$ cat config.mk
export PLATFORM = sky130hd
export DESIGN_NAME = swd_write_transfer_engine_flat
export DESIGN_NICKNAME = d
export VERILOG_FILES = /design/src/rtl/swdwr_pkg.sv /design/src/rtl/swdwr_in_if.sv /design/src/rtl/swdwr_out_if.sv /design/src/rtl/swdwr_cfg_if.sv /design/src/rtl/swd_write_transfer_engine.sv /design/src/flat_wrapper.sv
export VERILOG_INCLUDE_DIRS = /design/src /design/src/rtl
export SDC_FILE = /design/constraint.sdc
export NUM_CORES = 1
export LEC_CHECK = 0
export ABC_AREA = 1
export BUFFER_PORTS_ARGS = -buffer_cell sky130_fd_sc_hd__buf_2
export CAP_MARGIN = 20
export CORE_MARGIN = 3
export CORE_UTILIZATION = 51
export DETAILED_ROUTE_END_ITERATION = 7
export PLACE_DENSITY = 0.8
export RECOVER_POWER = 50
export SLEW_MARGIN = 40
export SYNTH_ARGS = -nofsm -noshare
export SYNTH_HDL_FRONTEND = slang
export SYNTH_SLANG_ARGS = --single-unit
export TNS_END_PERCENT = 10
$ cat constraint.sdc
create_clock -name clk -period 6.05 [get_ports clk]
set_input_delay 1.21 -clock clk [delete_from_list [all_inputs] [get_ports clk]]
set_output_delay 1.21 -clock clk [all_outputs]
set_load 0.05 [all_outputs]
$ cat src/rtl/assert_macros.svh
// assertion helpers, clocked on clk and disabled while rst_n is low
`ifndef ASSERT_MACROS_SVH
`define ASSERT_MACROS_SVH

// same-cycle implication
`define SWDWR_ASSERT(lbl, ante, cons, msg) \
  lbl: assert property (@(posedge clk) disable iff (!rst_n) (ante) |-> (cons)) \
    else $error(msg);

// next-cycle implication
`define SWDWR_ASSERT_NEXT(lbl, ante, cons, msg) \
  lbl: assert property (@(posedge clk) disable iff (!rst_n) (ante) |=> (cons)) \
    else $error(msg);

`endif

$ cat src/rtl/swdwr_pkg.sv
`default_nettype none
package swdwr_pkg;

  localparam int DATA_BITS = 32;
  localparam int HDR_W     = 4;
  localparam int ACK_W     = 3;
  localparam int HP_W      = 8;
  localparam int TURN_W    = 3;
  localparam int BIT_CNT_W = 6;
  localparam int PHASE_W   = 3;
  localparam int CFG_IDX_W = 1;
  localparam int CFG_DAT_W = 8;

  // item operation codes
  localparam logic OP_TICK  = 1'b0;
  localparam logic OP_START = 1'b1;

  // configuration register indexes
  localparam logic [CFG_IDX_W-1:0] REG_HALF_PERIOD = 1'b0;
  localparam logic [CFG_IDX_W-1:0] REG_TURNAROUND  = 1'b1;

  // transfer phase codes
  localparam logic [PHASE_W-1:0] PH_IDLE    = 3'd0;
  localparam logic [PHASE_W-1:0] PH_REQUEST = 3'd1;
  localparam logic [PHASE_W-1:0] PH_TURN_A  = 3'd2;
  localparam logic [PHASE_W-1:0] PH_ACK     = 3'd3;
  localparam logic [PHASE_W-1:0] PH_TURN_B  = 3'd4;
  localparam logic [PHASE_W-1:0] PH_DATA    = 3'd5;

  localparam logic [BIT_CNT_W-1:0] REQ_BITS = 6'd8;
  localparam logic [BIT_CNT_W-1:0] ACK_BITS = 6'd3;
  localparam logic [BIT_CNT_W-1:0] DATA_LEN = BIT_CNT_W'(DATA_BITS + 1);

  typedef logic [PHASE_W-1:0]   phase_t;
  typedef logic [BIT_CNT_W-1:0] bit_cnt_t;

  // number of swclk cycles in a phase
  function automatic bit_cnt_t phase_len(input phase_t ph, input logic [TURN_W-1:0] turn);
    bit_cnt_t t;
    bit_cnt_t len;
    t = (turn == '0) ? bit_cnt_t'(1) : bit_cnt_t'(turn);
    unique case (ph)
      PH_REQUEST:         len = REQ_BITS;
      PH_TURN_A, PH_TURN_B: len = t;
      PH_ACK:             len = ACK_BITS;
      PH_DATA:            len = DATA_LEN;
      default:            len = '0;
    endcase
    return len;
  endfunction

endpackage
`default_nettype wire

$ cat src/rtl/swdwr_in_if.sv
`default_nettype none
interface swdwr_in_if import swdwr_pkg::*; ();
  logic                 valid;
  logic                 ready;
  logic                 operation;
  logic [HDR_W-1:0]     request_bits;
  logic [DATA_BITS-1:0] write_data;
  logic                 swdio_in;

  modport source (output valid, operation, request_bits, write_data, swdio_in,
                  input ready);
  modport sink (input valid, operation, request_bits, write_data, swdio_in,
                output ready);
endinterface
`default_nettype wire

$ cat src/rtl/swdwr_out_if.sv
`default_nettype none
interface swdwr_out_if import swdwr_pkg::*; ();
  logic             valid;
  logic             ready;
  logic             swclk_level;
  logic             swdio_level;
  logic             swdio_drive;
  logic [ACK_W-1:0] ack_code;
  logic             busy_res;
  logic             done_res;

  modport source (output valid, swclk_level, swdio_level, swdio_drive, ack_code,
                  busy_res, done_res, input ready);
  modport sink (input valid, swclk_level, swdio_level, swdio_drive, ack_code,
                busy_res, done_res, output ready);
endinterface
`default_nettype wire

$ cat src/rtl/swdwr_cfg_if.sv
`default_nettype none
interface swdwr_cfg_if import swdwr_pkg::*; ();
  logic                 valid;
  logic                 ready;
  logic [CFG_IDX_W-1:0] reg_index;
  logic [CFG_DAT_W-1:0] wdata;

  modport source (output valid, reg_index, wdata, input ready);
  modport sink (input valid, reg_index, wdata, output ready);
endinterface
`default_nettype wire

$ cat src/rtl/swd_write_transfer_engine.sv
// channel   dir  handshake      payload
// in_ch     in   valid/ready    operation, request_bits, write_data, swdio_in
// out_ch    out  valid/ready    swclk_level, swdio_level, swdio_drive, ack_code,
//                               busy_res, done_res
// cfg_ch    in   valid/ready    reg_index, wdata
//
// one item per clock: each accepted item updates the pin sequencer state and
// loads the result register in the same cycle; its result is offered on the
// next cycle. the result register sets the pace: in_ch.ready is high while
// the result register is empty or being taken. cfg_ch.ready is always high.
// synchronous active-low reset returns to idle with swclk and swdio high.
`default_nettype none
module swd_write_transfer_engine import swdwr_pkg::*; (
  input  wire         clk,
  input  wire         rst_n,
  swdwr_in_if.sink    in_ch,
  swdwr_out_if.source out_ch,
  swdwr_cfg_if.sink   cfg_ch
);

`include "assert_macros.svh"

  // configuration registers
  logic [HP_W-1:0]   half_period_r;
  logic [TURN_W-1:0] turnaround_r;

  // sequencer state
  phase_t               phase_r, phase_nxt;
  bit_cnt_t             bit_cnt_r, bit_cnt_nxt;
  logic [HP_W-1:0]      half_cnt_r, half_cnt_nxt;
  logic                 clk_high_r, clk_high_nxt;
  logic [DATA_BITS-1:0] shift_r, shift_nxt;
  logic [HDR_W-1:0]     hdr_r, hdr_nxt;
  logic                 par_r, par_nxt;
  logic [ACK_W-1:0]     ack_r, ack_nxt;
  logic                 line_out_r, line_out_nxt;
  logic                 line_drv_r, line_drv_nxt;
  logic                 done_nxt;

  // result register
  logic             out_valid_r;
  logic             out_done_r;

  logic            in_accept;
  logic [HP_W-1:0] hp_eff;

  assign cfg_ch.ready = 1'b1;
  assign in_ch.ready  = !out_valid_r || out_ch.ready;
  assign in_accept    = in_ch.valid && in_ch.ready;
  assign hp_eff       = (half_period_r == '0) ? HP_W'(1) : half_period_r;

  // configuration writes
  always_ff @(posedge clk) begin
    if (!rst_n) begin
      half_period_r <= HP_W'(1);
      turnaround_r  <= TURN_W'(1);
    end else if (cfg_ch.valid) begin
      unique case (cfg_ch.reg_index)
        REG_HALF_PERIOD: half_period_r <= cfg_ch.wdata;
        REG_TURNAROUND:  turnaround_r  <= cfg_ch.wdata[TURN_W-1:0];
        default: ;
      endcase
    end
  end

  // next state of the pin sequencer for the item at the input
  always_comb begin
    logic present;
    phase_nxt    = phase_r;
    bit_cnt_nxt  = bit_cnt_r;
    half_cnt_nxt = half_cnt_r;
    clk_high_nxt = clk_high_r;
    shift_nxt    = shift_r;
    hdr_nxt      = hdr_r;
    par_nxt      = par_r;
    ack_nxt      = ack_r;
    line_out_nxt = line_out_r;
    line_drv_nxt = line_drv_r;
    done_nxt     = 1'b0;
    present      = 1'b0;

    if (in_ch.operation == OP_START) begin
      // start is ignored unless idle
      if (phase_r == PH_IDLE) begin
        hdr_nxt      = in_ch.request_bits;
        shift_nxt    = in_ch.write_data;
        par_nxt      = 1'b0;
        ack_nxt      = '0;
        phase_nxt    = PH_REQUEST;
        bit_cnt_nxt  = '0;
        half_cnt_nxt = '0;
        clk_high_nxt = 1'b0;
        present      = 1'b1;
      end
    end else if (phase_r != PH_IDLE) begin
      half_cnt_nxt = half_cnt_r + HP_W'(1);
      if (half_cnt_nxt >= hp_eff) begin
        half_cnt_nxt = '0;
        if (!clk_high_r) begin
          // low half ends: sample ack, raise swclk
          if (phase_r == PH_ACK && bit_cnt_r < ACK_BITS) begin
            ack_nxt[bit_cnt_r[1:0]] = in_ch.swdio_in;
          end
          clk_high_nxt = 1'b1;
        end else begin
          // high half ends: step to the next bit
          bit_cnt_nxt = bit_cnt_r + bit_cnt_t'(1);
          if (bit_cnt_nxt >= phase_len(phase_r, turnaround_r)) begin
            bit_cnt_nxt = '0;
            phase_nxt   = phase_r + phase_t'(1);
          end
          if (phase_nxt > PH_DATA) begin
            phase_nxt    = PH_IDLE;
            line_out_nxt = 1'b1;
            line_drv_nxt = 1'b1;
            done_nxt     = 1'b1;
          end else begin
            present      = 1'b1;
            clk_high_nxt = 1'b0;
          end
        end
      end
    end

    // put the selected bit on swdio
    if (present) begin
      if (phase_nxt == PH_REQUEST) begin
        line_drv_nxt = 1'b1;
        case (bit_cnt_nxt)
          6'd0:    line_out_nxt = 1'b1;
          6'd1:    line_out_nxt = hdr_nxt[0];
          6'd2:    line_out_nxt = hdr_nxt[1];
          6'd3:    line_out_nxt = hdr_nxt[2];
          6'd4:    line_out_nxt = hdr_nxt[3];
          6'd5:    line_out_nxt = ^hdr_nxt;
          6'd6:    line_out_nxt = 1'b0;
          default: line_out_nxt = 1'b1;
        endcase
      end else if (phase_nxt == PH_DATA) begin
        line_drv_nxt = 1'b1;
        if (bit_cnt_nxt < bit_cnt_t'(DATA_BITS)) begin
          line_out_nxt = shift_nxt[0];
          par_nxt      = par_nxt ^ shift_nxt[0];
          shift_nxt    = {1'b0, shift_nxt[DATA_BITS-1:1]};
        end else begin
          line_out_nxt = par_nxt;
        end
      end else begin
        line_drv_nxt = 1'b0;
      end
    end
  end

  // state update on each accepted item
  always_ff @(posedge clk) begin
    if (!rst_n) begin
      phase_r    <= PH_IDLE;
      bit_cnt_r  <= '0;
      half_cnt_r <= '0;
      clk_high_r <= 1'b1;
      shift_r    <= '0;
      hdr_r      <= '0;
      par_r      <= 1'b0;
      ack_r      <= '0;
      line_out_r <= 1'b1;
      line_drv_r <= 1'b1;
    end else if (in_accept) begin
      phase_r    <= phase_nxt;
      bit_cnt_r  <= bit_cnt_nxt;
      half_cnt_r <= half_cnt_nxt;
      clk_high_r <= clk_high_nxt;
      shift_r    <= shift_nxt;
      hdr_r      <= hdr_nxt;
      par_r      <= par_nxt;
      ack_r      <= ack_nxt;
      line_out_r <= line_out_nxt;
      line_drv_r <= line_drv_nxt;
    end
  end

  // result valid flag
  always_ff @(posedge clk) begin
    if (!rst_n) begin
      out_valid_r <= 1'b0;
    end else if (in_accept) begin
      out_valid_r <= 1'b1;
    end else if (out_ch.ready) begin
      out_valid_r <= 1'b0;
    end
  end

  // done flag of the result register
  always_ff @(posedge clk) begin
    if (in_accept) begin
      out_done_r <= done_nxt;
    end
  end

  // pin levels after each item come straight from the state registers
  assign out_ch.valid       = out_valid_r;
  assign out_ch.swclk_level = clk_high_r;
  assign out_ch.swdio_level = line_out_r;
  assign out_ch.swdio_drive = line_drv_r;
  assign out_ch.ack_code    = ack_r;
  assign out_ch.busy_res    = (phase_r != PH_IDLE);
  assign out_ch.done_res    = out_done_r;

  `SWDWR_ASSERT(a_idle_lines_high, phase_r == PH_IDLE, clk_high_r && line_drv_r && line_out_r,
    "idle with swclk or swdio not parked high")
  `SWDWR_ASSERT(a_done_not_busy, out_valid_r && out_done_r, phase_r == PH_IDLE,
    "done reported while still busy")
  `SWDWR_ASSERT(a_req_count, phase_r == PH_REQUEST, bit_cnt_r < REQ_BITS,
    "request bit counter out of range")
  `SWDWR_ASSERT_NEXT(a_accept_result, in_accept, out_valid_r,
    "accepted item gave no result")
  `SWDWR_ASSERT(a_turn_released, phase_r == PH_TURN_A || phase_r == PH_TURN_B, !line_drv_r,
    "swdio driven during turnaround")

endmodule
`default_nettype wire

$ cat src/flat_wrapper.sv
// flat-port wrapper written by rule: the top's interface ports become plain ports
module swd_write_transfer_engine_flat import swdwr_pkg::*;
  (clk, rst_n, in_ch_valid, in_ch_operation, in_ch_request_bits, in_ch_write_data, in_ch_swdio_in, in_ch_ready, out_ch_valid, out_ch_swclk_level, out_ch_swdio_level, out_ch_swdio_drive, out_ch_ack_code, out_ch_busy_res, out_ch_done_res, out_ch_ready, cfg_ch_valid, cfg_ch_reg_index, cfg_ch_wdata, cfg_ch_ready);
  swdwr_in_if in_ch_i ();
  swdwr_out_if out_ch_i ();
  swdwr_cfg_if cfg_ch_i ();
  input  wire clk;
  input  wire rst_n;
  input wire logic [$bits(in_ch_i.valid)-1:0] in_ch_valid;
  input wire logic [$bits(in_ch_i.operation)-1:0] in_ch_operation;
  input wire logic [$bits(in_ch_i.request_bits)-1:0] in_ch_request_bits;
  input wire logic [$bits(in_ch_i.write_data)-1:0] in_ch_write_data;
  input wire logic [$bits(in_ch_i.swdio_in)-1:0] in_ch_swdio_in;
  output wire logic [$bits(in_ch_i.ready)-1:0] in_ch_ready;
  output wire logic [$bits(out_ch_i.valid)-1:0] out_ch_valid;
  output wire logic [$bits(out_ch_i.swclk_level)-1:0] out_ch_swclk_level;
  output wire logic [$bits(out_ch_i.swdio_level)-1:0] out_ch_swdio_level;
  output wire logic [$bits(out_ch_i.swdio_drive)-1:0] out_ch_swdio_drive;
  output wire logic [$bits(out_ch_i.ack_code)-1:0] out_ch_ack_code;
  output wire logic [$bits(out_ch_i.busy_res)-1:0] out_ch_busy_res;
  output wire logic [$bits(out_ch_i.done_res)-1:0] out_ch_done_res;
  input wire logic [$bits(out_ch_i.ready)-1:0] out_ch_ready;
  input wire logic [$bits(cfg_ch_i.valid)-1:0] cfg_ch_valid;
  input wire logic [$bits(cfg_ch_i.reg_index)-1:0] cfg_ch_reg_index;
  input wire logic [$bits(cfg_ch_i.wdata)-1:0] cfg_ch_wdata;
  output wire logic [$bits(cfg_ch_i.ready)-1:0] cfg_ch_ready;
  assign in_ch_i.valid = in_ch_valid;
  assign in_ch_i.operation = in_ch_operation;
  assign in_ch_i.request_bits = in_ch_request_bits;
  assign in_ch_i.write_data = in_ch_write_data;
  assign in_ch_i.swdio_in = in_ch_swdio_in;
  assign in_ch_ready = in_ch_i.ready;
  assign out_ch_valid = out_ch_i.valid;
  assign out_ch_swclk_level = out_ch_i.swclk_level;
  assign out_ch_swdio_level = out_ch_i.swdio_level;
  assign out_ch_swdio_drive = out_ch_i.swdio_drive;
  assign out_ch_ack_code = out_ch_i.ack_code;
  assign out_ch_busy_res = out_ch_i.busy_res;
  assign out_ch_done_res = out_ch_i.done_res;
  assign out_ch_i.ready = out_ch_ready;
  assign cfg_ch_i.valid = cfg_ch_valid;
  assign cfg_ch_i.reg_index = cfg_ch_reg_index;
  assign cfg_ch_i.wdata = cfg_ch_wdata;
  assign cfg_ch_ready = cfg_ch_i.ready;
  swd_write_transfer_engine u_core (.clk(clk), .rst_n(rst_n), .in_ch(in_ch_i), .out_ch(out_ch_i), .cfg_ch(cfg_ch_i));
endmodule
==> summary.txt <==
Critical Path Sink Type: flop
Initial antenna violation count: 0
Synth warnings: 0
Synth Cell Area: 0.00484 sq mm
Worst-Margin Slew: 2.06 ns
Routed WL per cell: 13.4 um
Worst path slowest cell: nand2_1
Num CTS Buffers: 9
Async set or reset register ratio after synthesis: 0%
CTS HTree Levels: 3
Share of cells above drive strength 1: 11.6%
Grt total ovfl: 0
Yosys top cell by area: dfxtp_1
Maximum vdd drop: 0.132 mV
Hold depth: 2
Startpoint class of the critical path: flop
Hold Path Sink: u_core.shift_r[26]
GRT Overall Usage: 22.3%
MaxCap Viol Count: 2
Syn avg cell area: 6.93 sq um
DP HPWL: 8.04 mm
Ranking of synthesized cells by area: dfxtp_1, nand2_1, ha_1, a21oi_1, mux2i_1
CTS root buf: clkbuf_8
Reg area: 0.00147 sq mm
Gp weighted congestion: 0.969
Crit path cell chain: inv_1 > ha_1 > inv_1 > nor2_1 > nand2_1 > nand2_2 > inv_2 > nor2_4 > nand3_4 > nand2_1 > nand3_1 > a21oi_1
Outcome: finished with violations
Detailed Route WL: 11.6 mm
Cells after Synth: 699
Core ar.: 0.00898 sq mm
Fill count: 856
Worst-path fanout max: 46
RSZ-0062 raised after global routing: no
Hold path startpoint: u_core.shift_r[26]
Crit Path Category: flop to flop
Cts repair resizes: 0
First-pass GRT wire length: 19.5 mm
Bufs on Longest Clock Path: 2
Yosys top cell area share: 29.8%
Final period util: 76.4%
Vias in the first global route: 4329
Layout Skew: 0.0120 ns
DRC Markers: 0
Buffers & Inverters on Critical Path: 3
Failing checks: max-capacitance violations, max-slew violations
Die span in x: 103 um
Routed Antenna Nets: 0
Vias per inst: 5.51
WP data arrival: 4.84 ns
Total number of vias: 4787
Post-synth EDFFs: 1
Hold Crit Class: flop to flop
Setup Buffers After CTS: 0
Mapped Nets: 780
Number of synthesized register bits: 73
Library cells used by synthesis: 45
Primary FF master, synth: dfxtp_1
Cell Rows: 34
Ports: 63
Count of hold-fix buffers inserted at cts: 0
Layout Nets: 819
Worst slew margin: -37.6%
Util after Layout: 59.0%
TritonCTS Sinks: 73
Initial DRC Count: 331
Leakage Power: 2.63 nW
Clk slew on worst S/H paths: 0.09 ns
R2R setup slack: 1.43 ns
Total Power: 1.27 mW
Peak Freq: 216 MHz
Diodes inserted: 0
Initial Util: 54.0%
Final setup vio count: 0
Largest net degree at the start of global routing: 54
CTS tree: yes
Reg-to-Reg Start: u_core.phase_r[1]
Die area: 0.0107 sq mm
Req. time, crit path: 6.27 ns
Register area share after synthesis: 30.4%
Cell Pwr Density: 240 mW/mm^2
Final Max Tran Viols: 101
Hold Vio Cnt, Final: 0
Reg2Reg Depth: 12
Multi-input logic area: 0.00290 sq mm
Layout area overhead: 9.38%
Worst skew pair latency: 0.35 ns
Setup TNS: 0 ns
CP top delay family: simple AND/OR/NAND/NOR gates
FF-to-FF End: u_core.shift_r[1]
Chip Height: 103 um
Largest stage delay on the critical path: 1.27 ns
Crit path time final: 4.62 ns
# port buffers: 61
Drt pass-1 iters: 5
final cells by class:
class	instances	share of cell area (%)
repair buffers	64	5.93
clock inverters	6	0.803
flip-flops and latches	73	27.8
multi-input cells	515	54.8
clock buffers	10	2.41
inverters	75	5.34
well taps	126	2.98
routing by layer:
metal / global-route usage, % / routed length [um] / vias up
met5: 0 / 0 / -
met2: 36.0 / 5210 / 173
met4: 8.17 / 216 / 0
met1: 30.1 / 5480 / 2169
li1: - / - / 2425
met3: 3.62 / 721 / 20
how the worst max path moves through the flow:
stage                                   end         startpoint  cells past startpoint  slack [ns]
after floorplan           u_core.shift_r[2]  u_core.phase_r[0]                     22        3.03
after global placement         u_core.par_r  u_core.phase_r[0]                     22        1.93
after detailed placement       u_core.par_r  u_core.phase_r[0]                     22        1.85
after CTS                 u_core.shift_r[1]  u_core.phase_r[0]                     22        1.81
after global routing      u_core.shift_r[1]  u_core.phase_r[1]                     12        1.04
final                     u_core.shift_r[1]  u_core.phase_r[1]                     12        1.43
cells by family after synthesis:
group | Yosys count | share of synthesized area, %
mux | 28 | 5.79
compound gates | 123 | 13.8
other cells | 1 | 0.0774
xor+xnor | 11 | 1.99
simple gates | 323 | 30.8
fa+ha+maj | 29 | 7.49
flops | 73 | 30.4
buf+inv | 111 | 9.61
metrics by stage:
stage / hold WS, ns / std cells / setup slack [ns] / area, sq um
after floorplan: 0.430 / 699 / 3.03 / 4840
after global placement: 0.440 / 853 / 1.93 / 5150
after detailed placement: 0.452 / 853 / 1.85 / 5150
after CTS: 0.465 / 869 / 1.81 / 5330
after global routing: 0.488 / 869 / 1.04 / 5300
final: 0.467 / 869 / 1.43 / 5300
placed cells by master (no fill, tap or decap), drive strengths merged, types with 2 or more instances in the layout:
master / Yosys / layout
nand2: 172 / 172
dfxtp: 72 / 72
inv: 72 / 72
a21oi: 65 / 65
nand3: 58 / 58
buf: 22 / 53
nor2: 42 / 42
o21ai: 41 / 41
nand4: 36 / 36
ha: 29 / 29
mux2i: 28 / 28
clkbuf: 14 / 21
xor2: 8 / 8
a22oi: 8 / 8
clkinv: 3 / 6
nor3: 4 / 4
nand3b: 3 / 3
xnor2: 3 / 3
clkinvlp: 0 / 3
nor4: 2 / 2
or2: 2 / 2
a21boi: 2 / 2
o211ai: 2 / 2
worst min-delay path: stages, from the launching register on:
cell     delay, ns
dfxtp_1       0.32
nand2_1       0.06
a21oi_1       0.05
cell usage after synthesis (14+ instances only):
cell      number
nor2_1        39
buf_2         18
clkbuf_1      14
ha_1          29
mux2i_1       28
nand4_1       36
nand3_1       55
dfxtp_1       72
inv_1         69
nand2_1      164
o21ai_0       39
a21oi_1       65
sequential cells by signal (all words and copies together) (netlist names):
| signal | flops |
|---|---|
| u_core.phase_r | 3 |
| u_core.turnaround_r | 3 |
| u_core.out_ch.valid | 1 |
| u_core.bit_cnt_r | 6 |
| u_core.half_cnt_r | 8 |
| u_core.par_r | 1 |
| u_core.out_ch.swclk_level | 1 |
| u_core.half_period_r | 8 |
| u_core.out_ch.swdio_drive | 1 |
| u_core.hdr_r | 4 |
| u_core.out_ch.done_res | 1 |
| u_core.out_ch.ack_code | 3 |
| u_core.out_ch.swdio_level | 1 |
| u_core.shift_r | 32 |
power by group:
| part | internal [mW] | total (mW) | switching [mW] |
|---|---|---|---|
| sequential | 0.511 | 0.533 | 0.0229 |
| clock | 0.150 | 0.350 | 0.200 |
| combinational | 0.128 | 0.389 | 0.261 |
| total | 0.788 | 1.27 | 0.485 |
(Power assumes the default switching activity.)
